===== src/hw/rtl/ukvt_pkg.sv =====
// Shared types and constants for the unsorted key and data table unit.
// Used by the table unit, its port checker, the reply checker and the testbench; no dependencies.
`default_nettype none

package ukvt_pkg;

  localparam int DEPTH  = 16;
  localparam int KEY_W  = 16;
  localparam int DATA_W = 32;

  localparam int IDX_W  = (DEPTH > 1) ? $clog2(DEPTH) : 1;
  localparam int CNT_W  = $clog2(DEPTH + 1);
  localparam int ENT_W  = KEY_W + DATA_W;
  localparam int REQ_W  = 2;
  localparam int STAT_W = 3;

  localparam int IN_TDATA_W  = ((KEY_W + DATA_W + 7) / 8) * 8;
  localparam int OUT_TDATA_W = ((DATA_W + CNT_W + 7) / 8) * 8;

  typedef enum logic [REQ_W-1:0] {
    REQ_INSERT = 2'd0,
    REQ_TAKE   = 2'd1,
    REQ_READ   = 2'd2,
    REQ_CLEAR  = 2'd3
  } req_t;

  typedef enum logic [STAT_W-1:0] {
    ST_OK        = 3'd0,
    ST_EMPTY     = 3'd1,
    ST_NOT_FOUND = 3'd2,
    ST_FULL      = 3'd3,
    ST_PRESENT   = 3'd4
  } status_t;

endpackage

`default_nettype wire


===== src/hw/rtl/ukvt_ram.sv =====
// Generic single-write, single-read RAM with a registered read port.
// Holds the table entries; no package dependencies.
`default_nettype none

module ukvt_ram #(
  parameter int WIDTH = 8,
  parameter int DEPTH = 16
) (
  input  logic                                      clk,
  input  logic                                      we,
  input  logic [((DEPTH > 1) ? $clog2(DEPTH) : 1)-1:0] waddr,
  input  logic [WIDTH-1:0]                          wdata,
  input  logic [((DEPTH > 1) ? $clog2(DEPTH) : 1)-1:0] raddr,
  output logic [WIDTH-1:0]                          rdata
);

  logic [WIDTH-1:0] mem [DEPTH];

  always_ff @(posedge clk) begin
    if (we) begin
      mem[waddr] <= wdata;
    end
    rdata <= mem[raddr];
  end

endmodule

`default_nettype wire


===== src/hw/rtl/unsorted_key_value_table_unit.sv =====
// Unsorted key and data table: a packed list of pairs searched one entry per cycle.
// Depends on ukvt_pkg and the ukvt_ram entry store.
//
// Usage. Each input transaction carries one request: the request kind in
// in_tuser and the key and data in in_tdata. Each request produces exactly one
// output transaction with the data found, the entry count in out_tdata and the
// status in out_tuser.
// Timing. The block works on one request at a time and deasserts in_tready
// from acceptance until its result is loaded into the output register; out_tvalid
// and in_tready rise at the same edge. Clear, insert into a full table, and take
// or read on an empty table skip the search and go straight to the output state.
// A search reads one entry per cycle from the entry RAM, and a take that hits
// then moves every later entry down one place through the same RAM port.
// Reset empties the table at once; there is no clearing pass. A stalled output
// holds its result, and a finished request waits for the output register to
// free up; in_tready stays low until then.
`default_nettype none

module unsorted_key_value_table_unit (
  input  logic                              clk,
  input  logic                              rst_n,
  input  logic                              in_tvalid,
  output logic                              in_tready,
  input  logic [ukvt_pkg::IN_TDATA_W-1:0]   in_tdata,   // key, data_in
  input  logic [ukvt_pkg::REQ_W-1:0]        in_tuser,   // req_type
  output logic                              out_tvalid,
  input  logic                              out_tready,
  output logic [ukvt_pkg::OUT_TDATA_W-1:0]  out_tdata,  // data_out, count, zero fill
  output logic [ukvt_pkg::STAT_W-1:0]       out_tuser   // status
);

  import ukvt_pkg::*;

  typedef enum logic [1:0] {
    S_IDLE,
    S_SEARCH,
    S_SHIFT,
    S_OUT
  } state_t;

  state_t              state_r, state_nxt;
  logic                in_tready_r, in_tready_nxt;
  logic                out_tvalid_r, out_tvalid_nxt;
  logic [CNT_W-1:0]    cnt_r, cnt_nxt;
  logic [CNT_W-1:0]    scan_r, scan_nxt;
  logic                pend_r, pend_nxt;
  logic [IDX_W-1:0]    idx_r, idx_nxt;
  req_t                req_r, req_nxt;
  logic [KEY_W-1:0]    key_r, key_nxt;
  logic [DATA_W-1:0]   din_r, din_nxt;
  logic [DATA_W-1:0]   res_data_r, res_data_nxt;
  status_t             res_st_r, res_st_nxt;
  logic [DATA_W-1:0]   out_data_r, out_data_nxt;
  status_t             out_st_r, out_st_nxt;
  logic [CNT_W-1:0]    out_cnt_r, out_cnt_nxt;

  logic                ram_we;
  logic [IDX_W-1:0]    ram_waddr;
  logic [ENT_W-1:0]    ram_wdata;
  logic [IDX_W-1:0]    ram_raddr;
  logic [ENT_W-1:0]    ram_rdata;
  logic [KEY_W-1:0]    rd_key;
  logic [DATA_W-1:0]   rd_data;

  assign rd_key  = ram_rdata[ENT_W-1:DATA_W];
  assign rd_data = ram_rdata[DATA_W-1:0];

  ukvt_ram #(
    .WIDTH (ENT_W),
    .DEPTH (DEPTH)
  ) u_ram (
    .clk   (clk),
    .we    (ram_we),
    .waddr (ram_waddr),
    .wdata (ram_wdata),
    .raddr (ram_raddr),
    .rdata (ram_rdata)
  );

  always_comb begin
    state_nxt      = state_r;
    in_tready_nxt  = in_tready_r;
    out_tvalid_nxt = out_tvalid_r;
    cnt_nxt        = cnt_r;
    scan_nxt       = scan_r;
    pend_nxt       = pend_r;
    idx_nxt        = idx_r;
    req_nxt        = req_r;
    key_nxt        = key_r;
    din_nxt        = din_r;
    res_data_nxt   = res_data_r;
    res_st_nxt     = res_st_r;
    out_data_nxt   = out_data_r;
    out_st_nxt     = out_st_r;
    out_cnt_nxt    = out_cnt_r;
    ram_we         = 1'b0;
    ram_waddr      = cnt_r[IDX_W-1:0];
    ram_wdata      = {key_r, din_r};
    ram_raddr      = scan_r[IDX_W-1:0];

    if (out_tvalid_r && out_tready) begin
      out_tvalid_nxt = 1'b0;
    end

    case (state_r)
      S_IDLE: begin
        in_tready_nxt = 1'b1;
        if (in_tvalid && in_tready_r) begin
          in_tready_nxt = 1'b0;
          req_nxt       = req_t'(in_tuser);
          key_nxt       = in_tdata[KEY_W-1:0];
          din_nxt       = in_tdata[KEY_W+DATA_W-1:KEY_W];
          res_data_nxt  = '0;
          res_st_nxt    = ST_OK;
          scan_nxt      = '0;
          pend_nxt      = 1'b0;
          case (req_t'(in_tuser))
            REQ_CLEAR: begin
              cnt_nxt   = '0;
              state_nxt = S_OUT;
            end
            REQ_INSERT: begin
              if (cnt_r == CNT_W'(DEPTH)) begin
                res_st_nxt = ST_FULL;
                state_nxt  = S_OUT;
              end else begin
                state_nxt  = S_SEARCH;
              end
            end
            default: begin
              if (cnt_r == '0) begin
                res_st_nxt = ST_EMPTY;
                state_nxt  = S_OUT;
              end else begin
                state_nxt  = S_SEARCH;
              end
            end
          endcase
        end
      end

      S_SEARCH: begin
        if (pend_r && (rd_key == key_r)) begin
          pend_nxt = 1'b0;
          if (req_r == REQ_INSERT) begin
            res_st_nxt = ST_PRESENT;
            state_nxt  = S_OUT;
          end else begin
            res_data_nxt = rd_data;
            res_st_nxt   = ST_OK;
            if (req_r == REQ_TAKE) begin
              scan_nxt  = CNT_W'(idx_r) + CNT_W'(1);
              state_nxt = S_SHIFT;
            end else begin
              state_nxt = S_OUT;
            end
          end
        end else if (scan_r < cnt_r) begin
          pend_nxt = 1'b1;
          idx_nxt  = scan_r[IDX_W-1:0];
          scan_nxt = scan_r + CNT_W'(1);
        end else begin
          pend_nxt  = 1'b0;
          state_nxt = S_OUT;
          if (req_r == REQ_INSERT) begin
            ram_we     = 1'b1;
            cnt_nxt    = cnt_r + CNT_W'(1);
            res_st_nxt = ST_OK;
          end else begin
            res_st_nxt = ST_NOT_FOUND;
          end
        end
      end

      S_SHIFT: begin
        if (pend_r) begin
          ram_we    = 1'b1;
          ram_waddr = idx_r;
          ram_wdata = ram_rdata;
        end
        if (scan_r < cnt_r) begin
          pend_nxt = 1'b1;
          idx_nxt  = IDX_W'(scan_r - CNT_W'(1));
          scan_nxt = scan_r + CNT_W'(1);
        end else begin
          pend_nxt  = 1'b0;
          cnt_nxt   = cnt_r - CNT_W'(1);
          state_nxt = S_OUT;
        end
      end

      S_OUT: begin
        if (!out_tvalid_r || out_tready) begin
          out_tvalid_nxt = 1'b1;
          out_data_nxt   = res_data_r;
          out_st_nxt     = res_st_r;
          out_cnt_nxt    = cnt_r;
          in_tready_nxt  = 1'b1;
          state_nxt      = S_IDLE;
        end
      end

      default: begin
        state_nxt = S_IDLE;
      end
    endcase
  end

  always_ff @(posedge clk) begin
    if (!rst_n) begin
      state_r      <= S_IDLE;
      in_tready_r  <= 1'b0;
      out_tvalid_r <= 1'b0;
      cnt_r        <= '0;
      scan_r       <= '0;
      pend_r       <= 1'b0;
    end else begin
      state_r      <= state_nxt;
      in_tready_r  <= in_tready_nxt;
      out_tvalid_r <= out_tvalid_nxt;
      cnt_r        <= cnt_nxt;
      scan_r       <= scan_nxt;
      pend_r       <= pend_nxt;
    end
    idx_r      <= idx_nxt;
    req_r      <= req_nxt;
    key_r      <= key_nxt;
    din_r      <= din_nxt;
    res_data_r <= res_data_nxt;
    res_st_r   <= res_st_nxt;
    out_data_r <= out_data_nxt;
    out_st_r   <= out_st_nxt;
    out_cnt_r  <= out_cnt_nxt;
  end

  assign in_tready  = in_tready_r;
  assign out_tvalid = out_tvalid_r;
  assign out_tdata  = OUT_TDATA_W'({out_cnt_r, out_data_r});
  assign out_tuser  = out_st_r;

endmodule

`default_nettype wire


===== config.mk =====
export PLATFORM = sky130hd
export DESIGN_NAME = unsorted_key_value_table_unit
export DESIGN_NICKNAME = d
export VERILOG_FILES = /design/src/hw/rtl/ukvt_pkg.sv /design/src/hw/rtl/ukvt_ram.sv /design/src/hw/rtl/unsorted_key_value_table_unit.sv
export SDC_FILE = /design/constraint.sdc
export NUM_CORES = 1
export LEC_CHECK = 0
export BUFFER_PORTS_ARGS = -buffer_cell sky130_fd_sc_hd__clkbuf_2
export CAP_MARGIN = 20
export CORE_MARGIN = 4
export CORE_UTILIZATION = 44
export DETAILED_ROUTE_END_ITERATION = 8
export PLACE_DENSITY_LB_ADDON = 0.12
export SLEW_MARGIN = 10
export SYNTH_ARGS = -nofsm -noshare
export SYNTH_HDL_FRONTEND = slang
export SYNTH_SLANG_ARGS = --single-unit

===== constraint.sdc =====
create_clock -name clk -period 10.55 [get_ports clk]
set_input_delay 2.11 -clock clk [delete_from_list [all_inputs] [get_ports clk]]
set_output_delay 2.11 -clock clk [all_outputs]
set_load 0.1 [all_outputs]

==> results.toml <==
[route]
antenna_violating_nets_post_route = 0
initialDrtViolationCount = 1436
vias_per_cell = 5.64
drc_errors = 0
routedWlPerCell_um = 27.2
drt_pre_antenna_iters = 4
wl_um = 79200
via_count = 16400

[flow_run]
cap_violations = 0

[placed_design]
pre_cts_ws_ns = 6.03
place_congestion = 0.767
port_buffers = 95
dpl.hpwl_um = 39800

[synth]
synth_top_area_share_pct = 74.0
ys_top_cells_by_count = "897 x edfxtp_1, 240 x mux4_2, 63 x dfxtp_1, 49 x mux2_2, 35 x clkbuf_1"
syn_avg_cell_area_um2 = 22.8
synth_flop_cell = "edfxtp_1"
synth_area_um2 = 36400
async_flop_share_pct = 0
synth-edff-count = 897
synth_seq_area_share_pct = 77.5
syn-instance-count = 1597
synth_cell_types = 69
yosysWarnings = 0
yosys-top-cells-area = "edfxtp_1 74%, mux4_2 15%, dfxtp_1 3.5%"
ys_ff_latch = 960
synth_most_common_cell = "edfxtp_1"
yosys.area.top_type = "edfxtp_1"

[sta]
tns_ns = 0
fin_crit_sh_pct = 39.3
drv_slew = 0
finalCriticalPeriod_ns = 4.15
fmax_ghz = 0.241
maxSlewHeadroom_pct = 27.2
finClkSkew_ns = 0.0179
whs_ns = 0.415
finalSetupViolCount = 0
rsz0062_at_grt = "false"
worst_pin_slew_ns = 1.09
layout_setup_ws_ns = 6.40
finalHoldViolations = 0

[power_and_ir_drop]
ir_worst_vdd_mv = 0.123
p_total_uw = 9510
powerDensity_nw_per_um2 = 228
leakagePower_uw = 0.0129

[finish]
area_growth_pct = 14.5
nets = 1824
n_antenna_cell = 0
fill_cells = 6535
post-route-util_pct = 50.8
drive_gt1_share_pct = 33.4

[clock_tree]
cts_buffer_depth = 3
cts_buffers = 98
clk_latency_ns = 0.64
post-cts-setup-buffers = 0
hold_buffers = 0
clock_sinks = 960
htree_levels = 3
cts_root_buffer = "clkbuf_16"
clk_pin_slew_worst_paths_ns = 0.06
post_cts_resized = 0
cts_tree = "yes"

[global_route]
grt_use_met3_pct = 2.76
grt_pass1_wl_um = 116000
grt_pass1_vias = 17200
grt_max_degree = 60
top_usage_layer = "met2"
track_usage_pct = 18.4
grtUsageMet1_pct = 26.2
globalRoute.totalOverflow = 0
antenna_found_initial = 1
met2_usage_pct = 30.3

[setup_path]
crit_family = "compound AO/OA/AOI/OAI gates"
max_stage_delay_ns = 0.89
cp-end-kind = "register"
slowest_stage = "dfxtp_4"
r2r-start = "scan_r[1]"
critPathRequiredTime_ns = 10.81
path_common_cell = "o211a_2"
critPathBufInv = 1
path_cells = "ha_1 > o211a_2 > a21oi_2 > nor4_4 > o211a_2 > o221ai_2 > nor2_4 > buf_4"
worstSetupStartpoint = "scan_r[1]"
cp-start-kind = "register"
critical_path_arrival_ns = 4.40
crit_type = "register to register"
worstPathMaxFanout = 52

[die]
die_h_um = 296
placementRows = 105
ios = 99
core_um2 = 82000
die-area_um2 = 87400
die_width_um = 296
initial_core_util_pct = 44.4

[run_status]
outcome = "complete, no violations"

[min_path]
min_from = "res_data_r[21]"
hold_class = "register to register"
[worst paths after layout]
path | to | slack, ns | depth (start not counted)
setup / recovery | u_ram.mem[13][38] | 6.40 | 8
hold / removal | out_data_r[21] | 0.42 | 0
setup reg to reg | u_ram.mem[13][38] | 6.40 | 8
hold reg to reg | out_data_r[21] | 0.42 | 0
[final cells by class]
class | instances | area, um2 | area share [%]
Multi-Input combinational cell | 548 | 7940 | 19.1
Inverter | 17 | 63.8 | 0.153
Tap cell | 1070 | 1340 | 3.21
Timing Repair Buffer | 128 | 723 | 1.74
Sequential cell | 960 | 28200 | 67.7
Clock buffer | 129 | 2730 | 6.56
Clock inverter | 54 | 636 | 1.53
[routing by layer]
metal  routed length [um]  vias to the layer above
met1                35400                     8896
met2                39000                      393
met3                 3500                       87
met5                    0                        -
met4                 1260                        0
li1                     -                     7007
[kinds of logic after synthesis]
kind of cell	share of synthesized area (%)
flip-flops	77.5
multiplexers	16.4
XOR/XNOR	0.674
buffers and inverters	1.08
adder cells (fa/ha/maj)	0.605
AO/OA/AOI/OAI	1.56
other	0.0103
AND/OR/NAND/NOR	2.15
[worst reg2reg max path, stage by stage (launching register included)]
cell	delay [ns]
dfxtp_4	0.89
ha_1	0.33
o211a_2	0.24
a21oi_2	0.10
nor4_4	0.31
o211a_2	0.32
o221ai_2	0.28
nor2_4	0.53
buf_4	0.72
[metrics by stage]
step | std cells | area (um2)
finish | 2906 | 41600
global route | 2906 | 41600
CTS | 2906 | 41600
detailed placement | 2723 | 38300
global placement | 2723 | 38300
floorplan | 1599 | 36400
[power breakdown]
group,switching [uW],internal (uW)
Clock,1400,2160
Combinational,754,613
Sequential,127,4450
Total,2280,7230
[flip-flops by register name, indices dropped and copies added (netlist names), 4 cells and up]
name	flops
idx_r	4
scan_r	5
din_r	32
key_r	16
u_ram.rdata	48
cnt_r	5
u_ram.mem	768
out_cnt_r	5
out_data_r	32
res_data_r	32
[layout by cell type (no fill, tap or decap), types with 3 or more instances in the layout]
master      netlist  routed
nor4_1            4       4
mux4_2          240     240
xor2_1            6       6
dfxtp_1          63      59
clkinv_2          0      20
clkbuf_16         0     102
clkinv_1          1      13
o211ai_1          3       3
nor4b_2           0       4
a21oi_1          19      18
clkbuf_2          0      95
o21ai_1           5       5
mux2_2           49      49
buf_4             3      33
bufinv_16         0      14
nand4_1           4       4
conb_1            1       3
edfxtp_1        897     897
nand3_1           8       8
nor3_1           10      10
a211o_1           3       3
clkbuf_1         35      19
nand2_1          20      20
clkinvlp_4        0       6
nor2_1           25      13
clkbuf_8          0       8
a21o_1            4       4
ha_1             16      15
and2_1           34      34
nor2_4            0      12
inv_1            16      15
xnor2_1          22      22
a31oi_1           5       5
nor3b_1           5       5
nand2b_1          4       4
dfxtp_4           0       3
o21ai_0           7       7
(Power assumes the default switching activity.)
